[src/sv/eils_pkg.sv]
package eils_pkg;

    localparam int TIME_W   = 64;
    localparam int PERIOD_W = 20;
    localparam int PIN_W    = 2;
    localparam int CFG_IDX_W = 2;

    localparam int IN_DATA_W  = 72;
    localparam int OUT_DATA_W = 72;

    localparam logic [PERIOD_W-1:0] PERIOD_RESET = PERIOD_W'(10000);

    // pin readings
    localparam logic [PIN_W-1:0] LEVEL_LOW  = 2'd0;
    localparam logic [PIN_W-1:0] LEVEL_HIGH = 2'd1;
    localparam logic [PIN_W-1:0] LEVEL_NONE = 2'd2;

    // configuration register indexes
    localparam logic [CFG_IDX_W-1:0] REG_EDGE_MODE0 = 2'd0;
    localparam logic [CFG_IDX_W-1:0] REG_EDGE_MODE1 = 2'd1;
    localparam logic [CFG_IDX_W-1:0] REG_PERIOD     = 2'd2;

    typedef enum logic [1:0] {
        ACT_POLL  = 2'd0,
        ACT_RESET = 2'd1,
        ACT_ACK   = 2'd2
    } t_action;

    typedef struct packed {
        logic              irq;
        logic              flag;
        logic [TIME_W-1:0] due;
    } t_line_res;

    // base + period, clamped at the top of the time range
    function automatic logic [TIME_W-1:0] sat_add(input logic [TIME_W-1:0] base,
                                                  input logic [PERIOD_W-1:0] period);
        logic [TIME_W:0] sum;
        sum = {1'b0, base} + {{(TIME_W+1-PERIOD_W){1'b0}}, period};
        return sum[TIME_W] ? {TIME_W{1'b1}} : sum[TIME_W-1:0];
    endfunction

endpackage

[src/sv/ext_interrupt_line_sampler.sv]
// an accepted input word passes the input, middle and output registers before its result word leaves on the master side
// throughput: one word per cycle while m_axis_tready allows; line state updates as a word leaves the input register
// the next-sample min/max compare sits in its own stage ahead of the output register
// reset (i_rst_n low, synchronous): pipeline emptied, flags and sample times cleared,
// no level known, forced sample pending, registers back to level mode and period 10000
module ext_interrupt_line_sampler import eils_pkg::*; (
    input  logic                   i_clk,
    input  logic                   i_rst_n,
    // configuration write port
    input  logic                   i_cfg_wen,
    input  logic [CFG_IDX_W-1:0]   i_cfg_idx,
    input  logic [PERIOD_W-1:0]    i_cfg_data,
    // input stream
    input  logic                   s_axis_tvalid,
    output logic                   s_axis_tready,
    // now_us[63:0], pin_state0[65:64], pin_state1[67:66], ack_line[68], zero [71:69]
    input  logic [IN_DATA_W-1:0]   s_axis_tdata,
    // action[1:0]
    input  logic [1:0]             s_axis_tuser,
    // result stream
    output logic                   m_axis_tvalid,
    input  logic                   m_axis_tready,
    // irq_line0[0], irq_line1[1], flag_line0[2], flag_line1[3],
    // next_sample_us[67:4], zero [71:68]
    output logic [OUT_DATA_W-1:0]  m_axis_tdata
);

    // configuration registers
    logic                r_edge_mode0;
    logic                r_edge_mode1;
    logic [PERIOD_W-1:0] r_period;

    always_ff @(posedge i_clk) begin
        if (!i_rst_n) begin
            r_edge_mode0 <= 1'b0;
            r_edge_mode1 <= 1'b0;
            r_period     <= PERIOD_RESET;
        end else if (i_cfg_wen) begin
            unique case (i_cfg_idx)
                REG_EDGE_MODE0: r_edge_mode0 <= i_cfg_data[0];
                REG_EDGE_MODE1: r_edge_mode1 <= i_cfg_data[0];
                REG_PERIOD:     r_period     <= i_cfg_data;
                default: ;  // unmapped index, write dropped
            endcase
        end
    end

    // pipeline handshake: each stage moves when the next one is free or moving
    logic r_in_valid, r_mid_valid, r_out_valid;
    logic in_load, in_move, mid_move, mid_free, out_free;

    assign out_free      = !r_out_valid || m_axis_tready;
    assign mid_move      = r_mid_valid && out_free;
    assign mid_free      = !r_mid_valid || mid_move;
    assign in_move       = r_in_valid && mid_free;
    assign s_axis_tready = !r_in_valid || in_move;
    assign in_load       = s_axis_tvalid && s_axis_tready;

    // input register
    logic [1:0]        r_in_action;
    logic [TIME_W-1:0] r_in_now;
    logic [PIN_W-1:0]  r_in_pin0;
    logic [PIN_W-1:0]  r_in_pin1;
    logic              r_in_ack;

    always_ff @(posedge i_clk) begin
        if (in_load) begin
            r_in_action <= s_axis_tuser;
            r_in_now    <= s_axis_tdata[63:0];
            r_in_pin0   <= s_axis_tdata[65:64];
            r_in_pin1   <= s_axis_tdata[67:66];
            r_in_ack    <= s_axis_tdata[68];
        end
    end

    // forced sample after reset or a reset action, spent by the next poll
    logic    r_force;
    t_action in_action;

    assign in_action = t_action'(r_in_action);

    always_ff @(posedge i_clk) begin
        if (!i_rst_n) begin
            r_force <= 1'b1;
        end else if (in_move) begin
            case (in_action)
                ACT_POLL:  r_force <= 1'b0;
                ACT_RESET: r_force <= 1'b1;
                default: ;
            endcase
        end
    end

    // per-line sampling, edge flag and due time
    t_line_res line0_res;
    t_line_res line1_res;

    eils_line u_line0 (
        .i_clk       (i_clk),
        .i_rst_n     (i_rst_n),
        .i_step      (in_move),
        .i_action    (in_action),
        .i_now       (r_in_now),
        .i_pin       (r_in_pin0),
        .i_ack_hit   (!r_in_ack),
        .i_force     (r_force),
        .i_edge_mode (r_edge_mode0),
        .i_period    (r_period),
        .o_res       (line0_res)
    );

    eils_line u_line1 (
        .i_clk       (i_clk),
        .i_rst_n     (i_rst_n),
        .i_step      (in_move),
        .i_action    (in_action),
        .i_now       (r_in_now),
        .i_pin       (r_in_pin1),
        .i_ack_hit   (r_in_ack),
        .i_force     (r_force),
        .i_edge_mode (r_edge_mode1),
        .i_period    (r_period),
        .o_res       (line1_res)
    );

    // middle stage: line results and both due times
    t_line_res         r_mid_line0;
    t_line_res         r_mid_line1;
    logic [TIME_W-1:0] r_mid_now;

    always_ff @(posedge i_clk) begin
        if (in_move) begin
            r_mid_line0 <= line0_res;
            r_mid_line1 <= line1_res;
            r_mid_now   <= r_in_now;
        end
    end

    // earliest due time, raised to the current time
    logic [TIME_W-1:0] earliest;
    logic [TIME_W-1:0] next_sample;

    assign earliest    = (r_mid_line0.due < r_mid_line1.due) ? r_mid_line0.due
                                                             : r_mid_line1.due;
    assign next_sample = (earliest > r_mid_now) ? earliest : r_mid_now;

    // output register
    logic [OUT_DATA_W-1:0] r_out_data;

    always_ff @(posedge i_clk) begin
        if (mid_move) begin
            r_out_data <= {4'b0000, next_sample,
                           r_mid_line1.flag, r_mid_line0.flag,
                           r_mid_line1.irq, r_mid_line0.irq};
        end
    end

    // stage valid bits
    always_ff @(posedge i_clk) begin
        if (!i_rst_n) begin
            r_in_valid  <= 1'b0;
            r_mid_valid <= 1'b0;
            r_out_valid <= 1'b0;
        end else begin
            if (in_load) begin
                r_in_valid <= 1'b1;
            end else if (in_move) begin
                r_in_valid <= 1'b0;
            end
            if (in_move) begin
                r_mid_valid <= 1'b1;
            end else if (mid_move) begin
                r_mid_valid <= 1'b0;
            end
            if (mid_move) begin
                r_out_valid <= 1'b1;
            end else if (m_axis_tready) begin
                r_out_valid <= 1'b0;
            end
        end
    end

    assign m_axis_tvalid = r_out_valid;
    assign m_axis_tdata  = r_out_data;

endmodule

[src/sv/eils_line.sv]
module eils_line import eils_pkg::*; (
    input  logic                i_clk,
    input  logic                i_rst_n,
    input  logic                i_step,
    input  t_action             i_action,
    input  logic [TIME_W-1:0]   i_now,
    input  logic [PIN_W-1:0]    i_pin,
    input  logic                i_ack_hit,
    input  logic                i_force,
    input  logic                i_edge_mode,
    input  logic [PERIOD_W-1:0] i_period,
    output t_line_res           o_res
);

    logic [PIN_W-1:0]  r_prev, n_prev;
    logic              r_valid, n_valid;
    logic [TIME_W-1:0] r_time, n_time;
    logic              r_flag, n_flag;

    logic [TIME_W-1:0] elapsed;
    logic              throttled;
    logic              now_low;
    logic              falling;
    logic [TIME_W-1:0] due_old;
    logic [TIME_W-1:0] due_now;

    assign elapsed   = i_now - r_time;
    assign throttled = !i_force && r_valid &&
                       (elapsed < {{(TIME_W-PERIOD_W){1'b0}}, i_period});
    assign due_old   = sat_add(r_time, i_period);
    assign due_now   = sat_add(i_now, i_period);

    always_comb begin
        n_prev    = r_prev;
        n_valid   = r_valid;
        n_time    = r_time;
        n_flag    = r_flag;
        now_low   = (i_pin == LEVEL_LOW);
        falling   = r_valid && (r_prev != LEVEL_LOW) && now_low;
        o_res.irq = 1'b0;
        o_res.due = due_old;
        unique case (i_action)
            ACT_POLL: begin
                if (!throttled) begin
                    n_time    = i_now;
                    o_res.due = due_now;
                    // undriven or conflicting pin only moves the sample time
                    if (i_pin == LEVEL_LOW || i_pin == LEVEL_HIGH) begin
                        n_prev  = i_pin;
                        n_valid = 1'b1;
                        if (i_edge_mode) begin
                            if (falling) begin
                                n_flag = 1'b1;
                            end
                            o_res.irq = n_flag;
                        end else begin
                            o_res.irq = now_low;
                        end
                    end
                end
            end
            ACT_RESET: begin
                n_time    = '0;
                n_flag    = 1'b0;
                o_res.due = {{(TIME_W-PERIOD_W){1'b0}}, i_period};
            end
            ACT_ACK: begin
                if (i_ack_hit) begin
                    n_flag = 1'b0;
                end
            end
            default: ;
        endcase
        o_res.flag = n_flag;
    end

    always_ff @(posedge i_clk) begin
        if (!i_rst_n) begin
            r_prev  <= LEVEL_NONE;
            r_valid <= 1'b0;
            r_time  <= '0;
            r_flag  <= 1'b0;
        end else if (i_step) begin
            r_prev  <= n_prev;
            r_valid <= n_valid;
            r_time  <= n_time;
            r_flag  <= n_flag;
        end
    end

endmodule

[config.mk]
export PLATFORM = sky130hd
export DESIGN_NAME = ext_interrupt_line_sampler
export DESIGN_NICKNAME = d
export VERILOG_FILES = /design/src/sv/eils_pkg.sv /design/src/sv/ext_interrupt_line_sampler.sv /design/src/sv/eils_line.sv
export SDC_FILE = /design/constraint.sdc
export NUM_CORES = 2
export LEC_CHECK = 0
export ABC_CLOCK_PERIOD_IN_PS = 12400
export BUFFER_PORTS_ARGS = -buffer_cell sky130_fd_sc_hd__buf_2
export CAP_MARGIN = 20
export CELL_PAD_IN_SITES_DETAIL_PLACEMENT = 0
export CELL_PAD_IN_SITES_GLOBAL_PLACEMENT = 1
export CORE_UTILIZATION = 30
export CTS_CLUSTER_DIAMETER = 40
export DETAILED_ROUTE_END_ITERATION = 7
export GPL_TIMING_DRIVEN = 1
export PLACE_DENSITY = 0.54
export SLEW_MARGIN = 10
export SYNTH_ARGS = -nofsm -noshare
export SYNTH_HDL_FRONTEND = slang
export SYNTH_SLANG_ARGS = --single-unit
[constraint.sdc]
create_clock -name i_clk -period 12.4 [get_ports i_clk]
set_input_delay 1.24 -clock i_clk [delete_from_list [all_inputs] [get_ports i_clk]]
set_output_delay 1.24 -clock i_clk [all_outputs]
set_load 0.05 [all_outputs]
* Word-level counts from Yosys, hierarchy flattened
Index checks and enable logic that the tools add are counted.
** Storage, ports and cells
- Register bits after elaboration :: 497
- Output and inout bits :: 74
- Word-level logic and storage cells :: 124
** Operators by class
- Add/subtract/negate cells :: 5
- Order comparisons :: 4
- Equality and inequality tests :: 8
- Muxes and demuxes :: 34
- Bitwise gates (word level) :: 5
- Reduce and logical (&&, ||, !) cells :: 40
** Operators with widths (number)
- $mux W64 :: 9
- $pmux W64 S2 :: 4
- $add A64 B20 Y65 :: 3
- $lt A64 B20 Y1 :: 2
- $sub A64 B64 Y64 :: 2
- $gt A64 B64 Y1 :: 1
- $lt A64 B64 Y1 :: 1
- $mux W1 :: 18
- $reduce_bool A2 Y1 :: 6
- $logic_and A1 B1 Y1 :: 11
- $eq A2 B1 Y1 const B :: 4
- $logic_not A2 Y1 :: 4
- $reduce_and A2 Y1 :: 4
- $reduce_and A4 Y1 :: 2
- $pmux W1 S3 :: 2
- $reduce_and A3 Y1 :: 2
- $reduce_or A3 Y1 :: 2
- $logic_or A1 B1 Y1 :: 5
- $not A1 Y1 :: 5
- $eq A2 B2 Y1 const B :: 2
- $logic_not A1 Y1 :: 4
- $ne A2 B2 Y1 const B :: 2
- $pmux W1 S2 :: 1

* Longest topological paths before layout
- Depth after elaboration :: 8
- Depth in mapped cells :: 29

* Cells and area by module
A second synthesis with hierarchy kept.
** Unflattened totals
- Cell total of the unflattened synthesis :: 4676
- Area total of the unflattened synthesis :: 41254.6 sq um
** By module, submodules not included
- ext_interrupt_line_sampler :: times used 1, cells an instance 1047, area an instance 16113.0 sq um, seq. area each 10580.1 sq um
- eils_line at u_line1 :: times used 1, cells an instance 1909, area an instance 13126.3 sq um, seq. area each 1361.3 sq um
- eils_line at u_line0 :: times used 1, cells an instance 1720, area an instance 12015.3 sq um, seq. area each 1361.3 sq um

* Worst setup path before layout
No wires, ideal clock.
- Path kind :: input to register
- From :: input port m_axis_tready
- To :: register u_line0.r_time[30]
- Setup time :: 0.117 ns
- Data arrival time :: 6.500 ns
- Data required time :: 12.283 ns
- Path slack :: 5.783 ns
- Cell stages on the path :: 9
- Path buffers :: 1
- Cell sequence :: nor2b_1 nand2_1 nand2_1 inv_1 nand2_1 nand2_1 nand2_1 clkbuf_1 a22o_1
** Between the ends
- Word-level cells in the longest chain between the ends :: 5
** RTL lines
- from (decl) :: line ext_interrupt_line_sampler.sv:22 : input logic m_axis_tready,
- $logic_or A1 B1 Y1 :: line ext_interrupt_line_sampler.sv:52 : assign out_free = !r_out_valid || m_axis_tready;
- $logic_and A1 B1 Y1 :: line ext_interrupt_line_sampler.sv:53 : assign mid_move = r_mid_valid && out_free;
- $logic_or A1 B1 Y1 :: line ext_interrupt_line_sampler.sv:54 : assign mid_free = !r_mid_valid || mid_move;
- $logic_and A1 B1 Y1 :: line ext_interrupt_line_sampler.sv:55 : assign in_move = r_in_valid && mid_free;
- via in_move :: line ext_interrupt_line_sampler.sv:50 : logic in_load, in_move, mid_move, mid_free, out_free;
- $reduce_and A3 Y1 (no line)
- to (signal assigned) :: line eils_line.sv:86 : r_time <= n_time;
- to (decl) :: line eils_line.sv:17 : logic [TIME_W-1:0] r_time, n_time;
The timed path passes the listed nets, and every way through them passes these cells.
A chain may end at the register's enable or synchronous reset.

* Final worst setup path
- From :: register r_mid_line0[59] (netlist name)
- To :: register r_out_data[29], in the netlist m_axis_tdata[29] (data pin)
** Between the ends
- Word-level cells in the longest chain between the ends :: 4
** RTL lines
- from (decl) :: line ext_interrupt_line_sampler.sv:127 : t_line_res r_mid_line0;
- from (signal assigned) :: line ext_interrupt_line_sampler.sv:133 : r_mid_line0 <= line0_res;
- $lt A64 B64 Y1 :: line ext_interrupt_line_sampler.sv:143 : assign earliest = (r_mid_line0.due < r_mid_line1.due) ? r_mid_line0.due
- $mux W64 (*) :: line ext_interrupt_line_sampler.sv:143
- $gt A64 B64 Y1 :: line ext_interrupt_line_sampler.sv:145 : assign next_sample = (earliest > r_mid_now) ? earliest : r_mid_now;
- $mux W64 (*) :: line ext_interrupt_line_sampler.sv:145
- via next_sample[25] :: line ext_interrupt_line_sampler.sv:141 : logic [TIME_W-1:0] next_sample;
- to (signal assigned) :: line ext_interrupt_line_sampler.sv:152 : r_out_data <= {4'b0000, next_sample,
- to (decl) :: line ext_interrupt_line_sampler.sv:148 : logic [OUT_DATA_W-1:0] r_out_data;
Mark *: on every way through the listed nets, which the timed path passes. The rest lies on a longest branch.

==> out/qor.csv <==
stage,metric,value,unit
setup_path,Critical Path RT,12.85,ns
synth,dominant cell by count in the synthesized netlist,ha_1,
synth,"top cells by count, synth","351 x ha_1, 349 x inv_1, 339 x nand2_1",
timing,final hold vios,0,
synth,Synth async-reset ratio,0,
synth,Seq cells post-synth,497,
cts,setup bufs post-CTS,0,
cts,TritonCTS buffer count,100,
setup_path,CP max stage delay,0.69,ns
synth,Synth area leaders,"edfxtp_1 26%, ha_1 11%, dfxtp_1 8.2%",
timing,Worst Tran Pin Value,1.167,ns
final_layout,share of layout cells above drive strength 1,0.1343,
drt,Post-Route WL,157300,um
cts,sinks on the clock net,497,
synth,syn avg cell area,8.889,um2
floorplan,Die ar.,132500,um2
grt,global-route wire length before repair,227500,um
drt,Vias/cell,5.486,
floorplan,Horiz. Die Dim,364.1,um
drt,Iter 0 DRT Violations,2850,
cts,# hold bufs at CTS,0,
timing,Final period util,0.6584,
pwr,total power,6.157,mW
pwr,Power Dens Cells,135.0,nW/um2
timing,Max Slew Vio Count,0,
drt,WL/cell,24.59,um
timing,total negative slack,0,ns
synth,Syn Std Cell Area,39320,um2
timing,RSZ-0062 raised after global routing,no,
synth,main flop type after synthesis,edfxtp_1,
drt,router iterations before antenna repair,6,
setup_path,Worst path most repeated cell,o21a_1,
timing,Fin Clk Skew,0.05377,ns
pwr,LEAKAGE,17.52,nW
setup_path,CP arrival,8.61,ns
place,PortBufs,167,
synth,Synth cell types,101,
synth,Ys Warns,0,
final_layout,Final Cell Area,45610,um2
synth,post-synth top area cell,edfxtp_1,
floorplan,die span in y,364.1,um
cts,# H-tree levels,3,
cts,Worst-path clk slew,0.06,ns
synth,sequential share of the synthesized area,0.3383,
drt,Detail Route Antenna Nets,0,
drt,# DRC,0,
place,Post-DP Area,42050,um2
grt,gr ovfl total,0,
setup_path,worst setup path class,reg2reg,
floorplan,Initial Utilization,0.3029,
final_layout,Final Non-Filler Cells,6398,
grt,initial antenna violation count,1,
cts,Root Buffer,clkbuf_16,
floorplan,io pins,175,
flow_run,MaxCap Viol Count,0,
final_layout,Layout area overhead,15.99,%
setup_path,CP startpoint kind,flip-flop,
drt,vias,35100,
setup_path,slowest CP cell,buf_4,
synth,top cell type's share of synthesized area,0.2558,
grt,vias in the first global route,33630,
status,status,"complete, no violations",
grt,pin count of the biggest net entering global routing,68,
setup_path,CP Buf/Inv Count,2,
place,GPL Wtd Cong,0.9671,
setup_path,worst-path fanout max,64,
place,cell total after placement,6210,
synth,Post-synth EDFFs,335,
setup_path,cell family with most CP delay,compound AO/OA/AOI/OAI gates,
timing,worst hold slack,0.4156,ns
cts,post-CTS sizing,0,
place,hpwl dp,127000,um
min_path,worst min-delay path class,reg2reg,
setup_path,Crit. End Element,flip-flop,
floorplan,Core Region,129800,um2
final_layout,Nets,5027,
timing,# setup viols final,0,
cts,clk_lat worst skew,0.72,ns
timing,Max Fclk,122.5,MHz
pwr,Worst VDD drop,102.8,uV
synth,Syn Inst Count,4424,
final_layout,fill count,13480,
cts,Max clock buf depth,3,
grt,gr usage total,0.2320,
floorplan,Rows,132,
cts,TritonCTS clock tree,built,
timing,Slew HR,0.2149,
timing,fin crit period,8.164,ns
routing by layer:
metal | track usage | share of wire | vias up
met5 | 0 | 0.000083 | -
met2 | 0.3388 | 0.41 | 999
li1 | - | - | 16960
met3 | 0.03192 | 0.051 | 204
met4 | 0.06533 | 0.026 | 2
met1 | 0.3501 | 0.51 | 16930
power by group:
group,internal [mW],total (mW),switching (mW)
logic,0.490,1.37,0.879
registers,1.87,1.97,0.0980
clock network,1.82,2.82,1.00
total,4.18,6.16,1.98
state kept, by name, summed over array words and instances, names as in the netlist, 2 cells and up:
| register | flops |
|---|---|
| r_mid_line0 | 66 |
| in_action | 2 |
| u_line0.r_time | 64 |
| r_mid_line1 | 66 |
| m_axis_tdata | 68 |
| r_mid_now | 64 |
| r_in_now | 64 |
| r_period | 20 |
| u_line0.r_prev | 2 |
| u_line1.r_prev | 2 |
| r_in_pin0 | 2 |
| r_in_pin1 | 2 |
| u_line1.r_time | 64 |
final cells by class:
class,count,area (um2),share of cell area
multi-input cells,3391,23940,0.5248
flip-flops and latches,497,13300,0.2916
clock buffers,119,2719,0.05961
well taps,1742,2180,0.04778
inverters,349,1318,0.02888
repair buffers,231,1316,0.02886
clock inverters,68,839.6,0.01841
diodes,1,2.502,0.00005486
metrics by stage:
step | util | setup WS [ns]
after floorplan | - | 5.783
after global placement | 0.3239 | 3.958
after detailed placement | 0.3239 | 4.006
after CTS | 0.3513 | 3.920
after global routing | 0.3513 | 3.576
final | 0.3514 | 4.236
path summary, 6_finish.rpt:
kind / cells past startpoint / from / endpoint / slack, ns
setup reg to reg: 27 / r_mid_line0[59] / m_axis_tdata[29] / 4.24
hold reg to reg: 0 / r_mid_line0[65] / m_axis_tdata[0] / 0.42
hold / removal: 0 / r_mid_line0[65] / m_axis_tdata[0] / 0.42
setup / recovery: 27 / r_mid_line0[59] / m_axis_tdata[29] / 4.24
cell families after synthesis:
kind of cell,share of synthesized area
AND/OR/NAND/NOR,0.1729
AO/OA/AOI/OAI,0.2280
buffers and inverters,0.05536
flip-flops,0.3383
adder cells (fa/ha/maj),0.1142
XOR/XNOR,0.04722
multiplexers,0.04391
other,0.00009536
cell usage in the layout, fill, tap and decap left out, drive strengths merged, types with 50 or more instances in the layout:
master,instances
a21o,127
edfxtp,335
clkbuf,119
dfxtp,162
nand4,130
a22o,131
nand3,121
a21oi,316
nand2,339
nor3,88
inv,365
o21a,50
and3,55
mux2,132
xnor2,171
buf,231
o22ai,87
ha,351
o21ai,224
nor2,325
(Power assumes the default switching activity.)
